$ cat config.mk
export PLATFORM = sky130hd
export DESIGN_NAME = single_wire_uart_with_rx_fifo_top
export DESIGN_NICKNAME = d
export VERILOG_FILES = /design/src/rtl/swuart_pkg.sv /design/src/rtl/swuart_mem.sv /design/src/rtl/swuart_ctrl.sv /design/src/rtl/swuart_outq.sv /design/src/rtl/single_wire_uart_with_rx_fifo_top.sv
export SDC_FILE = /design/constraint.sdc
export NUM_CORES = 2
export LEC_CHECK = 0
export BUFFER_PORTS_ARGS = -buffer_cell sky130_fd_sc_hd__buf_4
export CORE_UTILIZATION = 59
export CTS_BUF_LIST = sky130_fd_sc_hd__clkbuf_2
export CTS_CLUSTER_DIAMETER = 120
export DETAILED_ROUTE_END_ITERATION = 8
export PLACE_DENSITY_LB_ADDON = 0.08
export SLEW_MARGIN = 20
export SYNTH_ARGS = -nofsm -noshare
export SYNTH_HDL_FRONTEND = slang
export SYNTH_SLANG_ARGS = --single-unit
$ cat constraint.sdc
create_clock -name clk_i -period 6.7 [get_ports clk_i]
set_input_delay 0.335 -clock clk_i [delete_from_list [all_inputs] [get_ports clk_i]]
set_output_delay 0.335 -clock clk_i [all_outputs]
set_load 0.01 [all_outputs]
$ cat src/rtl/swuart_pkg.sv
// Types and constants of the single-wire serial port with receive FIFO.
package swuart_pkg;

  localparam int unsigned CFG_W     = 20;
  localparam int unsigned CFG_IDX_W = 2;

  localparam logic [19:0] BIT_TIME_RST = 20'd25000;
  localparam logic [15:0] LAT_COMP_RST = 16'd500;
  localparam logic [19:0] TICKS_MS_RST = 20'd240000;

  // x/3 == (x * THIRD_MUL) >> THIRD_SHIFT for every 20-bit x
  localparam logic [19:0] THIRD_MUL   = 20'd699051;
  localparam int unsigned THIRD_SHIFT = 21;

  localparam logic [3:0] DATA_BITS  = 4'd8;
  localparam logic [3:0] FRAME_BITS = 4'd10;

  localparam int unsigned Q_DEPTH = 3;

  typedef enum logic [1:0] {
    CFG_BIT_TIME = 2'd0,
    CFG_LAT_COMP = 2'd1,
    CFG_TICKS_MS = 2'd2
  } cfg_idx_e;

  typedef enum logic [2:0] {
    OP_NONE  = 3'd0,
    OP_TX    = 3'd1,
    OP_RX    = 3'd2,
    OP_READ  = 3'd3,
    OP_PEEK  = 3'd4,
    OP_FLUSH = 3'd5
  } op_e;

  typedef enum logic [2:0] {
    PH_IDLE   = 3'd0,
    PH_TX     = 3'd1,
    PH_WAIT   = 3'd2,
    PH_SAMPLE = 3'd3,
    PH_STOP   = 3'd4
  } phase_e;

  typedef enum logic [1:0] {
    EV_NONE    = 2'd0,
    EV_STORED  = 2'd1,
    EV_DROPPED = 2'd2,
    EV_TIMEOUT = 2'd3
  } rx_ev_e;

  typedef struct packed {
    logic [2:0]  operation;
    logic        line_in;
    logic [7:0]  tx_byte;
    logic [15:0] timeout_ms;
  } swuart_in_t;

  typedef struct packed {
    logic       line_out;
    logic       line_drive;
    logic [7:0] read_data;
    logic       read_valid;
    logic [1:0] rx_event;
    logic [5:0] fill_count;
    logic       overflow_flag;
    logic       busy_res;
  } swuart_out_t;

endpackage

$ cat src/rtl/swuart_mem.sv
// Receive byte store: one write port, one read port with registered data.
module swuart_mem #(
  parameter int unsigned FIFO_DEPTH = 64,
  parameter int unsigned IDX_W      = 6
) (
  input  logic             clk_i,
  input  logic             we_i,
  input  logic [IDX_W-1:0] waddr_i,
  input  logic [7:0]       wdata_i,
  input  logic             re_i,
  input  logic [IDX_W-1:0] raddr_i,
  output logic [7:0]       rdata_o
);

  logic [7:0] mem [FIFO_DEPTH];
  logic [7:0] rdata_q;

  always_ff @(posedge clk_i) begin
    if (we_i) begin
      mem[waddr_i] <= wdata_i;
    end
  end

  always_ff @(posedge clk_i) begin
    if (re_i) begin
      rdata_q <= mem[raddr_i];
    end
  end

  assign rdata_o = rdata_q;

endmodule

$ cat src/rtl/swuart_ctrl.sv
// Bit timer, phase machine, FIFO indices and configuration registers.
module swuart_ctrl #(
  parameter int unsigned FIFO_DEPTH = 64,
  parameter int unsigned IDX_W      = 6
) (
  input  logic                                 clk_i,
  input  logic                                 rst_ni,
  input  logic                                 cfg_we_i,
  input  logic [swuart_pkg::CFG_IDX_W-1:0]     cfg_idx_i,
  input  logic [swuart_pkg::CFG_W-1:0]         cfg_wdata_i,
  input  logic                                 in_acc_i,
  input  swuart_pkg::swuart_in_t               in_data_i,
  output logic                                 res_valid_o,
  output swuart_pkg::swuart_out_t              res_o,
  output logic                                 mem_we_o,
  output logic [IDX_W-1:0]                     mem_waddr_o,
  output logic [7:0]                           mem_wdata_o,
  output logic                                 mem_re_o,
  output logic [IDX_W-1:0]                     mem_raddr_o
);

  import swuart_pkg::*;

  localparam int unsigned FW = (IDX_W + 1 > 6) ? IDX_W + 1 : 6;

  function automatic logic [IDX_W-1:0] idx_inc(input logic [IDX_W-1:0] v);
    return (v == IDX_W'(FIFO_DEPTH - 1)) ? '0 : v + 1'b1;
  endfunction

  // configuration
  logic [19:0] bit_time_q, tpms_q;
  logic [15:0] lat_q;
  logic [39:0] third_prod;
  logic [18:0] third_q;
  logic [20:0] fd_sum, fd_d, fd_q;
  logic [19:0] bt, tpm;

  // item state
  phase_e          phase_q, phase_d;
  logic            lii_q, lii_d;
  logic [20:0]     tc_q, tc_d;
  logic [16:0]     ms_q, ms_d;
  logic [3:0]      bi_q, bi_d;
  logic [7:0]      sb_q, sb_d;
  logic [15:0]     tl_q, tl_d;
  logic [IDX_W-1:0] wr_q, wr_d, rd_q, rd_d, wr_next;
  logic            ovf_q, ovf_d;
  logic            fresh, rvalid, lout;
  rx_ev_e          ev;
  logic [20:0]     thr;
  logic [2:0]      tx_sel;
  logic [FW-1:0]   fill;
  logic            res_valid_q;
  swuart_out_t     res_q, res_d;

  always_ff @(posedge clk_i or negedge rst_ni) begin
    if (!rst_ni) begin
      bit_time_q <= BIT_TIME_RST;
      lat_q      <= LAT_COMP_RST;
      tpms_q     <= TICKS_MS_RST;
    end else if (cfg_we_i) begin
      unique case (cfg_idx_e'(cfg_idx_i))
        CFG_BIT_TIME: bit_time_q <= cfg_wdata_i;
        CFG_LAT_COMP: lat_q      <= cfg_wdata_i[15:0];
        CFG_TICKS_MS: tpms_q     <= cfg_wdata_i;
        default: ;
      endcase
    end
  end

  // first sample delay, two register steps behind the config registers
  assign third_prod = bit_time_q * THIRD_MUL;
  assign fd_sum     = 21'(bit_time_q) + 21'(third_q);
  assign fd_d       = (fd_sum > 21'(lat_q)) ? fd_sum - 21'(lat_q) : 21'd1;

  always_ff @(posedge clk_i or negedge rst_ni) begin
    if (!rst_ni) begin
      third_q <= '0;
      fd_q    <= 21'd1;
    end else begin
      third_q <= third_prod[THIRD_SHIFT +: 19];
      fd_q    <= fd_d;
    end
  end

  assign bt  = (bit_time_q == '0) ? 20'd1 : bit_time_q;
  assign tpm = (tpms_q == '0) ? 20'd1 : tpms_q;

  always_ff @(posedge clk_i or negedge rst_ni) begin
    if (!rst_ni) begin
      phase_q     <= PH_IDLE;
      lii_q       <= 1'b1;
      tc_q        <= '0;
      ms_q        <= '0;
      bi_q        <= '0;
      sb_q        <= '0;
      tl_q        <= '0;
      wr_q        <= '0;
      rd_q        <= '0;
      ovf_q       <= 1'b0;
      res_valid_q <= 1'b0;
    end else begin
      phase_q     <= phase_d;
      lii_q       <= lii_d;
      tc_q        <= tc_d;
      ms_q        <= ms_d;
      bi_q        <= bi_d;
      sb_q        <= sb_d;
      tl_q        <= tl_d;
      wr_q        <= wr_d;
      rd_q        <= rd_d;
      ovf_q       <= ovf_d;
      res_valid_q <= in_acc_i;
    end
  end

  always_ff @(posedge clk_i) begin
    if (in_acc_i) begin
      res_q <= res_d;
    end
  end

  always_comb begin
    phase_d     = phase_q;
    lii_d       = lii_q;
    tc_d        = tc_q;
    ms_d        = ms_q;
    bi_d        = bi_q;
    sb_d        = sb_q;
    tl_d        = tl_q;
    wr_d        = wr_q;
    rd_d        = rd_q;
    ovf_d       = ovf_q;
    fresh       = 1'b0;
    rvalid      = 1'b0;
    ev          = EV_NONE;
    thr         = fd_q;
    wr_next     = idx_inc(wr_q);
    mem_we_o    = 1'b0;
    mem_waddr_o = wr_q;
    mem_wdata_o = sb_q;
    mem_re_o    = 1'b0;
    mem_raddr_o = rd_q;

    if (in_acc_i) begin
      if (phase_q == PH_IDLE) begin
        unique case (op_e'(in_data_i.operation))
          OP_TX: begin
            lii_d   = 1'b0;
            sb_d    = in_data_i.tx_byte;
            bi_d    = '0;
            tc_d    = '0;
            phase_d = PH_TX;
            fresh   = 1'b1;
          end
          OP_RX: begin
            lii_d   = 1'b1;
            tl_d    = in_data_i.timeout_ms;
            tc_d    = '0;
            ms_d    = '0;
            phase_d = PH_WAIT;
          end
          OP_READ, OP_PEEK: begin
            if (wr_q != rd_q) begin
              rvalid   = 1'b1;
              mem_re_o = 1'b1;
              if (op_e'(in_data_i.operation) == OP_READ) begin
                rd_d = idx_inc(rd_q);
              end
            end
          end
          OP_FLUSH: begin
            wr_d = '0;
            rd_d = '0;
          end
          OP_NONE: ;
          default: ;
        endcase
      end

      unique case (phase_d)
        PH_TX: begin
          if (!fresh) begin
            tc_d = tc_d + 21'd1;
            if (tc_d >= 21'(bt)) begin
              tc_d = '0;
              bi_d = bi_d + 4'd1;
              if (bi_d >= FRAME_BITS) begin
                bi_d    = '0;
                phase_d = PH_IDLE;
              end
            end
          end
        end
        PH_WAIT: begin
          if (!in_data_i.line_in) begin
            phase_d = PH_SAMPLE;
            tc_d    = '0;
            bi_d    = '0;
            sb_d    = '0;
          end else begin
            tc_d = tc_d + 21'd1;
            if (tc_d >= 21'(tpm)) begin
              tc_d = '0;
              ms_d = ms_d + 17'd1;
            end
            if (ms_d > 17'(tl_d)) begin
              ev      = EV_TIMEOUT;
              tc_d    = '0;
              ms_d    = '0;
              phase_d = PH_IDLE;
            end
          end
        end
        PH_SAMPLE: begin
          tc_d = tc_d + 21'd1;
          thr  = (bi_d == '0) ? fd_q : 21'(bt);
          if (tc_d >= thr) begin
            tc_d = '0;
            sb_d = {in_data_i.line_in, sb_d[7:1]};
            bi_d = bi_d + 4'd1;
            if (bi_d >= DATA_BITS) begin
              bi_d    = '0;
              phase_d = PH_STOP;
            end
          end
        end
        PH_STOP: begin
          tc_d = tc_d + 21'd1;
          if (tc_d >= 21'(bt)) begin
            tc_d = '0;
            if (wr_next != rd_d) begin
              mem_we_o = 1'b1;
              wr_d     = wr_next;
              ev       = EV_STORED;
            end else begin
              ovf_d = 1'b1;
              ev    = EV_DROPPED;
            end
            phase_d = PH_IDLE;
          end
        end
        default: ;
      endcase
    end
  end

  // transmit line level: start bit, data LSB first, stop bit
  assign tx_sel = 3'(bi_d - 4'd1);

  always_comb begin
    lout = 1'b1;
    if (phase_d == PH_TX && !lii_d) begin
      if (bi_d == '0) begin
        lout = 1'b0;
      end else if (bi_d <= DATA_BITS) begin
        lout = sb_d[tx_sel];
      end
    end
  end

  assign fill = (wr_d >= rd_d) ? FW'(wr_d) - FW'(rd_d)
                               : FW'(wr_d) + FW'(FIFO_DEPTH) - FW'(rd_d);

  always_comb begin
    res_d               = '0;
    res_d.line_out      = lout;
    res_d.line_drive    = ~lii_d;
    res_d.read_valid    = rvalid;
    res_d.rx_event      = ev;
    res_d.fill_count    = fill[5:0];
    res_d.overflow_flag = ovf_d;
    res_d.busy_res      = (phase_d != PH_IDLE);
  end

  assign res_valid_o = res_valid_q;
  assign res_o       = res_q;

endmodule

$ cat src/rtl/swuart_outq.sv
// Three-entry result queue between the work stage and the output channel.
module swuart_outq (
  input  logic                    clk_i,
  input  logic                    rst_ni,
  input  logic                    push_i,
  input  swuart_pkg::swuart_out_t push_data_i,
  output logic                    in_stall_o,
  output logic                    out_valid_o,
  input  logic                    out_stall_i,
  output swuart_pkg::swuart_out_t out_data_o
);

  import swuart_pkg::*;

  swuart_out_t q [Q_DEPTH];
  logic [1:0]  head_q, head_d, tail_q, tail_d, cnt_q, cnt_d;
  logic        pop;

  function automatic logic [1:0] ptr_inc(input logic [1:0] p);
    return (p == 2'(Q_DEPTH - 1)) ? 2'd0 : p + 2'd1;
  endfunction

  assign pop = (cnt_q != 2'd0) && !out_stall_i;

  // one beat may sit in the work stage; hold off input when it could not land
  assign in_stall_o = (cnt_q == 2'(Q_DEPTH)) || (cnt_q == 2'(Q_DEPTH - 1) && push_i);

  always_comb begin
    head_d = pop ? ptr_inc(head_q) : head_q;
    tail_d = push_i ? ptr_inc(tail_q) : tail_q;
    cnt_d  = cnt_q + {1'b0, push_i} - {1'b0, pop};
  end

  always_ff @(posedge clk_i or negedge rst_ni) begin
    if (!rst_ni) begin
      head_q <= '0;
      tail_q <= '0;
      cnt_q  <= '0;
    end else begin
      head_q <= head_d;
      tail_q <= tail_d;
      cnt_q  <= cnt_d;
    end
  end

  always_ff @(posedge clk_i) begin
    if (push_i) begin
      q[tail_q] <= push_data_i;
    end
  end

  assign out_valid_o = (cnt_q != 2'd0);
  assign out_data_o  = q[head_q];

endmodule

$ cat src/rtl/single_wire_uart_with_rx_fifo_top.sv
// Half-duplex 8N1 serial port on one shared line with a receive byte FIFO.
//
// Input channel: one beat per clock tick of the bit timer, carrying an
// operation (none, transmit, receive, read, peek, flush), the sampled line
// level, the byte to send and the receive timeout in ms. Operations that
// arrive while a transmit or receive runs are ignored.
// Output channel: exactly one result beat per input beat, in order: line
// level and direction, read byte and valid, receive event, FIFO fill count,
// sticky overflow and busy.
// A result is registered in the bit-timer stage, whose FIFO read has registered
// data, and then in the result queue. Throughput: one beat per cycle while the
// output drains. A stalled output fills a three-entry result queue; input is
// stalled once the queue and the work stage together hold three beats.
// Configuration: bit_time, latency_comp, ticks_per_ms, written at any index
// 0..2 while the block is idle, which the user must keep to, as the block
// does not enforce it; the first-sample delay is derived through third_q, fd_q.
// Reset: registers take their defaults, the FIFO is empty, the line is an
// input and no result is pending. Stored bytes need no clearing.
module single_wire_uart_with_rx_fifo_top #(
  parameter int unsigned FIFO_DEPTH = 64
) (
  input  logic                             clk_i,
  input  logic                             rst_ni,
  input  logic                             in_valid_i,
  output logic                             in_stall_o,
  input  swuart_pkg::swuart_in_t           in_data_i,
  output logic                             out_valid_o,
  input  logic                             out_stall_i,
  output swuart_pkg::swuart_out_t          out_data_o,
  input  logic                             cfg_we_i,
  input  logic [swuart_pkg::CFG_IDX_W-1:0] cfg_idx_i,
  input  logic [swuart_pkg::CFG_W-1:0]     cfg_wdata_i
);

  import swuart_pkg::*;

  localparam int unsigned IDX_W = (FIFO_DEPTH > 1) ? $clog2(FIFO_DEPTH) : 1;

  logic             in_acc;
  logic             res_valid;
  swuart_out_t      res, push_data;
  logic             mem_we, mem_re;
  logic [IDX_W-1:0] mem_waddr, mem_raddr;
  logic [7:0]       mem_wdata, mem_rdata;

  assign in_acc = in_valid_i && !in_stall_o;

  swuart_ctrl #(
    .FIFO_DEPTH (FIFO_DEPTH),
    .IDX_W      (IDX_W)
  ) u_ctrl (
    .clk_i       (clk_i),
    .rst_ni      (rst_ni),
    .cfg_we_i    (cfg_we_i),
    .cfg_idx_i   (cfg_idx_i),
    .cfg_wdata_i (cfg_wdata_i),
    .in_acc_i    (in_acc),
    .in_data_i   (in_data_i),
    .res_valid_o (res_valid),
    .res_o       (res),
    .mem_we_o    (mem_we),
    .mem_waddr_o (mem_waddr),
    .mem_wdata_o (mem_wdata),
    .mem_re_o    (mem_re),
    .mem_raddr_o (mem_raddr)
  );

  swuart_mem #(
    .FIFO_DEPTH (FIFO_DEPTH),
    .IDX_W      (IDX_W)
  ) u_mem (
    .clk_i   (clk_i),
    .we_i    (mem_we),
    .waddr_i (mem_waddr),
    .wdata_i (mem_wdata),
    .re_i    (mem_re),
    .raddr_i (mem_raddr),
    .rdata_o (mem_rdata)
  );

  always_comb begin
    push_data           = res;
    push_data.read_data = res.read_valid ? mem_rdata : 8'd0;
  end

  swuart_outq u_outq (
    .clk_i       (clk_i),
    .rst_ni      (rst_ni),
    .push_i      (res_valid),
    .push_data_i (push_data),
    .in_stall_o  (in_stall_o),
    .out_valid_o (out_valid_o),
    .out_stall_i (out_stall_i),
    .out_data_o  (out_data_o)
  );

endmodule

**Word level (Yosys, flattened, before mapping)**

Memories as Yosys holds them, arrays and structs flattened. A register that Yosys moved wholly into a read port is not among the register bits.
Cells that the tools add are included.

- Output and inout bits: 23
- RAM bits: 575
- ROM bits: 0
- Bits in latches: 0
- Flip-flop bits (word level): 199
- Logic and storage cells: 202
- Bits of input ports: 55
- Memories kept: 2

Memory list:

| memory | depth | bits a word | rd ports | clocked after Yosys merged registers in | wr ports | RTL line | text |
|---|---|---|---|---|---|---|---|
| u_mem.mem | 64 | 8 | 1 | 1 | 1 | swuart_mem.sv:15 | `logic [7:0] mem [FIFO_DEPTH];` |
| u_outq.q | 3 | 21 | 1 | 0 | 1 | swuart_outq.sv:15 | `swuart_out_t q [Q_DEPTH];` |

- $lt $le $gt $ge: 10
- Multipliers: 1
- Muxes and demuxes: 106
- Shifts and indexed selects: 0
- Divide/modulo/power cells: 0
- Add/sub/neg operators: 15
- Reductions and logical operators: 21
- Bitwise operators: 1
- Equality and inequality tests: 20

Operator list:

| kind | count |
|---|---|
| 21-bit 2-to-1 mux | 11 |
| 17-bit 2-to-1 mux | 10 |
| 6-bit 2-to-1 mux | 14 |
| 21-bit one-hot mux with 4 select lines | 1 |
| 16-bit 2-to-1 mux | 3 |
| 8-bit 2-to-1 mux | 6 |
| 21-bit by 20-bit greater-or-equal comparator with 1-bit output | 2 |
| 20-bit logical NOT | 2 |
| 20-bit by 20-bit multiplier with 40-bit output, second input constant | 1 |
| 20-bit 2-to-1 mux | 2 |
| 4-bit 2-to-1 mux | 10 |
| 3-bit 2-to-1 mux | 11 |
| 1-bit 2-to-1 mux | 24 |
| 20-bit by 19-bit adder with 21-bit output | 1 |
| 21-bit by 1-bit adder with 21-bit output, second input constant | 1 |
| 21-bit greater-or-equal comparator | 1 |
| 21-bit by 16-bit greater-than comparator with 1-bit output | 1 |
| 21-bit by 16-bit subtractor with 21-bit output | 1 |
| 6-bit by 1-bit adder with 6-bit output, second input constant | 3 |
| 17-bit by 1-bit adder with 17-bit output, second input constant | 1 |
| 17-bit by 16-bit greater-than comparator with 1-bit output | 1 |
| 8-bit one-hot mux with 2 select lines | 1 |
| 3-bit by 2-bit == test with 1-bit output, second input constant | 4 |
| 6-bit == test, second input constant | 2 |
| other kinds (34) | 60 |

**Depth between registers and ports, before layout**

- Depth after elaboration: 19
- Mapped depth: 35
- Mapped depth without buffers: 32

**Modules after synthesis**

Synthesis repeated with hierarchy kept, for this count alone.

- Cells, all modules: 3269
- Area total of the unflattened synthesis: 43276.5 sq um

Modules (own cells, without submodules):

| module | times used | area each (sq um) | sequential area each (sq um) | cells an instance |
|---|---|---|---|---|
| swuart_mem | 1 | 20309.5 | 15615.0 | 966 |
| swuart_ctrl | 1 | 20236.9 | 4921.0 | 2134 |
| swuart_outq | 1 | 2673.8 | 2042.0 | 160 |
| single_wire_uart_with_rx_fifo_top | 1 | 56.3 | 0.0 | 9 |

**Worst setup path after synthesis**

OpenSTA, ideal clock, no wires.

- Path type: reg2reg
- From: reg u_ctrl.phase_q[0]
- To: reg u_ctrl.tc_q[7]
- Library setup time: 0.121 ns
- Data arrival time: 6.872 ns
- Period minus slack after synthesis: 6.993 ns
- Buffers on the path: 5
- Data required time: 6.579 ns
- Setup slack: -0.293 ns
- Cell stages (with the launch flop): 32
- Cells stage by stage: dfrtp_1 nor4_1 nand2_1 clkbuf_1 and2_1 ha_1 and3_1 nand3_2 or3_1 clkbuf_1 or3_1 a21oi_1 ha_1 nand4_1 a2111oi_0 o31ai_1 a32oi_4 or3b_1 buf_2 or3_4 xor2_1 ha_1 and3_1 nand4_1 o21bai_1 a311oi_1 nand3b_1 o211ai_1 and2_1 buf_2 buf_2 a22o_1

- Longest elaborated chain between the ends: 13
- Elaborated cells on any way between the ends: 37
- Classes of those cells: add/sub (2); order compare (4); eq/ne (4); mux (25); reduce/logical (2)

RTL lines:

| element | RTL line | text |
|---|---|---|
| start, declared | swuart_ctrl.sv:39 | `phase_e phase_q, phase_d;` |
| start signal, assigned | swuart_ctrl.sv:103 | `phase_q <= phase_d;` |
| 3-bit logical NOT | swuart_ctrl.sv:146 | `if (phase_q == PH_IDLE) begin` |
| 21-bit 2-to-1 mux | swuart_ctrl.sv:146 |  |
| 21-bit 2-to-1 mux | swuart_ctrl.sv:145 | `if (in_acc_i) begin` |
| 21-bit by 1-bit adder with 21-bit output | - |  |
| 21-bit by 20-bit greater-or-equal comparator with 1-bit output | swuart_ctrl.sv:203 | `if (tc_d >= 21'(tpm)) begin` |
| 17-bit 2-to-1 mux | swuart_ctrl.sv:203 |  |
| 17-bit 2-to-1 mux | swuart_ctrl.sv:196 | `if (!in_data_i.line_in) begin` |
| 17-bit 2-to-1 mux | swuart_ctrl.sv:181 | `unique case (phase_d)` |
| 17-bit 2-to-1 mux | swuart_ctrl.sv:145 |  |
| 17-bit by 16-bit greater-than comparator with 1-bit output | swuart_ctrl.sv:207 | `if (ms_d > 17'(tl_d)) begin` |
| 21-bit 2-to-1 mux | swuart_ctrl.sv:207 |  |
| 21-bit 2-to-1 mux | swuart_ctrl.sv:196 |  |
| 21-bit one-hot mux with 4 select lines * | swuart_ctrl.sv:181 |  |
| end signal, assigned | swuart_ctrl.sv:105 | `tc_q <= tc_d;` |
| end, declared | swuart_ctrl.sv:41 | `logic [20:0] tc_q, tc_d;` |

Mark *: on every way between the ends. The rest lies on a longest branch, timed or not. The select of a mux whose other input is x is not followed.
A chain may end at the register's enable or synchronous reset.

**Worst setup path in the final report**

- From: reg u_ctrl.bit_time_q[3]
- To: reg u_ctrl.third_q[18]

- Longest elaborated chain between the ends: 1

RTL lines:

| element | RTL line | text |
|---|---|---|
| start, declared | swuart_ctrl.sv:31 | `logic [19:0] bit_time_q, tpms_q;` |
| start signal, assigned | swuart_ctrl.sv:63 | `CFG_BIT_TIME: bit_time_q <= cfg_wdata_i;` |
| 20-bit by 20-bit multiplier with 40-bit output | swuart_ctrl.sv:72 | `assign third_prod = bit_time_q * THIRD_MUL;` |
| via u_ctrl.third_prod[39] | swuart_ctrl.sv:33 | `logic [39:0] third_prod;` |
| end signal, assigned | swuart_ctrl.sv:81 | `third_q <= third_prod[THIRD_SHIFT +: 19];` |
| end, declared | swuart_ctrl.sv:34 | `logic [18:0] third_q;` |

The timed path passes the listed nets, and every way through them passes these cells.

==> impl_metrics.ini <==
[detailed_routing]
wl_per_cell_um = 22.2
routed_wirelength_mm = 110
via_per_inst = 5.91
num_vias = 29200
drc = 0
first_iter_violations = 2529
dr.pass1.iters = 6
antenna_left = 0

[cts]
clkSlewWorstSetupHoldPaths_ns = 0.10
clockBufferDepth = 3
htreeDepth = 4
clkSinkCount = 782
tritoncts = done
cts_buffers = 195
clock_latency_ns = 1.48
cts_root_buf = clkbuf_2

[grt]
grt_pass1_wl_mm = 171
grt_util_all_layers_pct = 30.1
grt_max_degree = 101
grt_pass1_vias = 30700
antenna_found_initial = 3
grt_overflow_total = 0

[timing]
fin_crit_sh_pct = 95.5
finClkSkew_ns = 0.121
hold_viol = 0
finalCriticalPeriod_ns = 6.40
finalMaxSlewViolations = 0
fin_ws_ns = 0.299
worst_pin_slew_ns = 1.13
relSlewSlack_pct = 23.9
fmax_mhz = 156
setup_viol = 0

[critical_path]
cp-start-kind = flip-flop
crit_required_ns = 8.02
r2r_setup_slack_ns = 0.30
endpoint = u_ctrl.third_q[18]$_DFF_PN0_
r2r_start = u_ctrl.bit_time_q[3]$_DFFE_PN1P_
path_class = flip-flop to flip-flop
cp_slowest_stage_delay_ns = 0.59
crit_top_cell = fa_1
rr_worst_depth = 26
crit_path_end_kind = flip-flop
slowest_stage = dfstp_2
crit_path_max_fanout = 4
worstReg2RegEnd = u_ctrl.third_q[18]$_DFF_PN0_
crit_start = u_ctrl.bit_time_q[3]$_DFFE_PN1P_
cp.arrival_ns = 7.72

[flow_run]
cap_violations = 0

[placement]
port_buffers = 77
dpl.hpwl_mm = 74.4
post-place-ws_ns = -0.142
globalplace.congestion = 0.949

[floorplan]
die_h_um = 272
die-area_um2 = 74000
num_rows = 98
die_w_um = 272
pin_count = 78
start_util_pct = 59.9
coreArea_um2 = 71900

[logic_synthesis]
yosysSeqAreaShare_pct = 52.5
synth_area_um2 = 43000
ys_ff_latch = 782
synth-edff-count = 596
synth.most_common_cell = edfxtp_1
netlist.top_cell.by_area = edfxtp_1
synth_ff_type = edfxtp_1
avgSynthCellArea_um2 = 12.7
synth_top_area_share_pct = 41.6
yosys-top-cells-area = edfxtp_1 (42%), dfrtp_1 (9.6%), ha_1 (9.0%)
synth_cell_types = 86
ys_warn_count = 0
async_flop_share_pct = 23.8
syn_inst = 3384
synth.top_cells.by_count = edfxtp_1 (596), inv_1 (359), ha_1 (311), nand2_1 (258)
syn_nets = 3893

[worst_hold_path]
hold_class = input port to flip-flop

[power_and_ir_drop]
max-vdd-ir-drop_uv = 1840
leakagePower_nw = 19.9
total_power_mw = 27.2
power-per-cell-area_nw_per_um2 = 554

[run_status]
status = finished, final reports clean

[final_layout]
nFillCells = 5395
nNetsFinal = 4347
syn2layout_area_growth_pct = 14.1
drive_gt1_share_pct = 19.5
metal layers:
layer  vias to the layer above  global-route usage (%)  wire (um)
li1                      13400                       -          -
met1                     14600                    38.8      45200
met2                       976                    50.9      54100
met3                       273                    4.67       5960
met4                         0                    12.9       4270
met5                         -                       0          0
flip-flops by register name, indices dropped and copies added, names as in the netlist, 2 cells and up:
name,cells
u_outq.head_q,2
u_ctrl.tpms_q,20
u_outq.tail_q,2
u_ctrl.tc_q,21
u_mem.rdata_o,8
u_outq.q,63
u_mem.mem,512
u_ctrl.bi_q,4
u_ctrl.bit_time_q,20
u_ctrl.tl_q,16
u_ctrl.third_q,19
u_ctrl.ms_q,17
u_outq.cnt_q,2
u_ctrl.phase_q,3
u_ctrl.fd_q,21
u_ctrl.mem_raddr_o,6
u_ctrl.res_o,13
u_ctrl.mem_waddr_o,6
u_ctrl.lat_q,16
u_ctrl.mem_wdata_o,8
cells by family after synthesis:
group                    count (synthesis)  share of synthesized area, %
AO/OA/AOI/OAI                          572                          8.82
XOR/XNOR                               100                          2.04
adder cells (fa/ha/maj)                454                          15.7
buffers and inverters                  483                          4.24
flip-flops                             782                          52.5
multiplexers                           304                          9.15
AND/OR/NAND/NOR                        689                          7.60
worst min path at each step:
| stage | startpoint | to | depth (start not counted) |
|---|---|---|---|
| 6_report | in_data_i[25] | u_ctrl.tc_q[9]$_DFFE_PN0P_ | 7 |
| 5_1_grt | in_data_i[25] | u_ctrl.tc_q[9]$_DFFE_PN0P_ | 7 |
| 4_1_cts | in_data_i[27] | u_ctrl.bi_q[2]$_DFF_PN0_ | 8 |
| 3_5_place_dp | u_ctrl.ovf_q$_DFF_PN0_ | u_ctrl.ovf_q$_DFF_PN0_ | 1 |
| 3_3_place_gp | u_ctrl.ovf_q$_DFF_PN0_ | u_ctrl.ovf_q$_DFF_PN0_ | 1 |
| 2_1_floorplan | rst_ni | u_ctrl.bi_q[0]$_DFF_PN0_ | 0 |
placed cells by master, fill, tap and decap left out, types with 30 or more instances in the layout:
master and count:
a21o_1 34, a21oi_1 123, and2_1 30, buf_4 228, clkbuf_2 290, clkinv_1 37, dfrtp_1 152, dlygate4sd3_1 150
edfxtp_1 596, fa_1 143, ha_1 307, inv_1 359, mux2_2 66, mux2i_1 173, mux4_2 65, nand2_1 257
nand3_1 40, nand4_1 30, nor2_1 170, o21ai_0 130, o221ai_1 51, xnor2_1 56, xor2_1 42
critical path, delay by kind of cell (launching register included):
kind	cells	cell delay (ns)
AND/OR/NAND/NOR	1	0.21
buffers and inverters	8	0.87
adder cells (fa/ha/maj)	8	3.13
AO/OA/AOI/OAI	9	1.47
flip-flops	1	0.59
timing repair:
action                                 in CTS  in global routing
setup endpoints to repair                   0                 41
endpoints found under the hold margin     332                  0
buffers inserted                            0                  6
gates resized for setup                     0                 39
hold buffers                              151                  0
through the flow:
step	hold WS, ns	utilization (%)	setup TNS [ns]	cell area (um^2)	instances
finish	0.266	68.3	0	49100	4943
floorplan	0.0394	-	0	43100	3384
CTS	0.147	68.0	0	48800	4931
detailed placement	0.453	63.3	-0.300	45500	4434
global placement	0.450	63.3	0	45500	4434
global route	0.227	68.3	-0.000431	49100	4941
cell type report:
cell class	count	area, um^2	share of cell area (%)
flip-flops and latches	782	22600	46.0
multi-input cells	2119	18900	38.4
repair buffers	381	3270	6.65
clock buffers	290	1450	2.96
inverters	359	1350	2.74
well taps	950	1190	2.42
clock inverters	56	352	0.716
diodes	6	15.0	0.0306
power by group:
part           internal, mW  switching [mW]  total, mW  leakage, nW
sequential             6.13           0.258       6.39         7.72
combinational          7.64            9.92       17.6         10.9
clock                  1.21            2.02       3.23         1.36
total                  15.0            12.2       27.2         19.9
(Power assumes the default switching activity.)
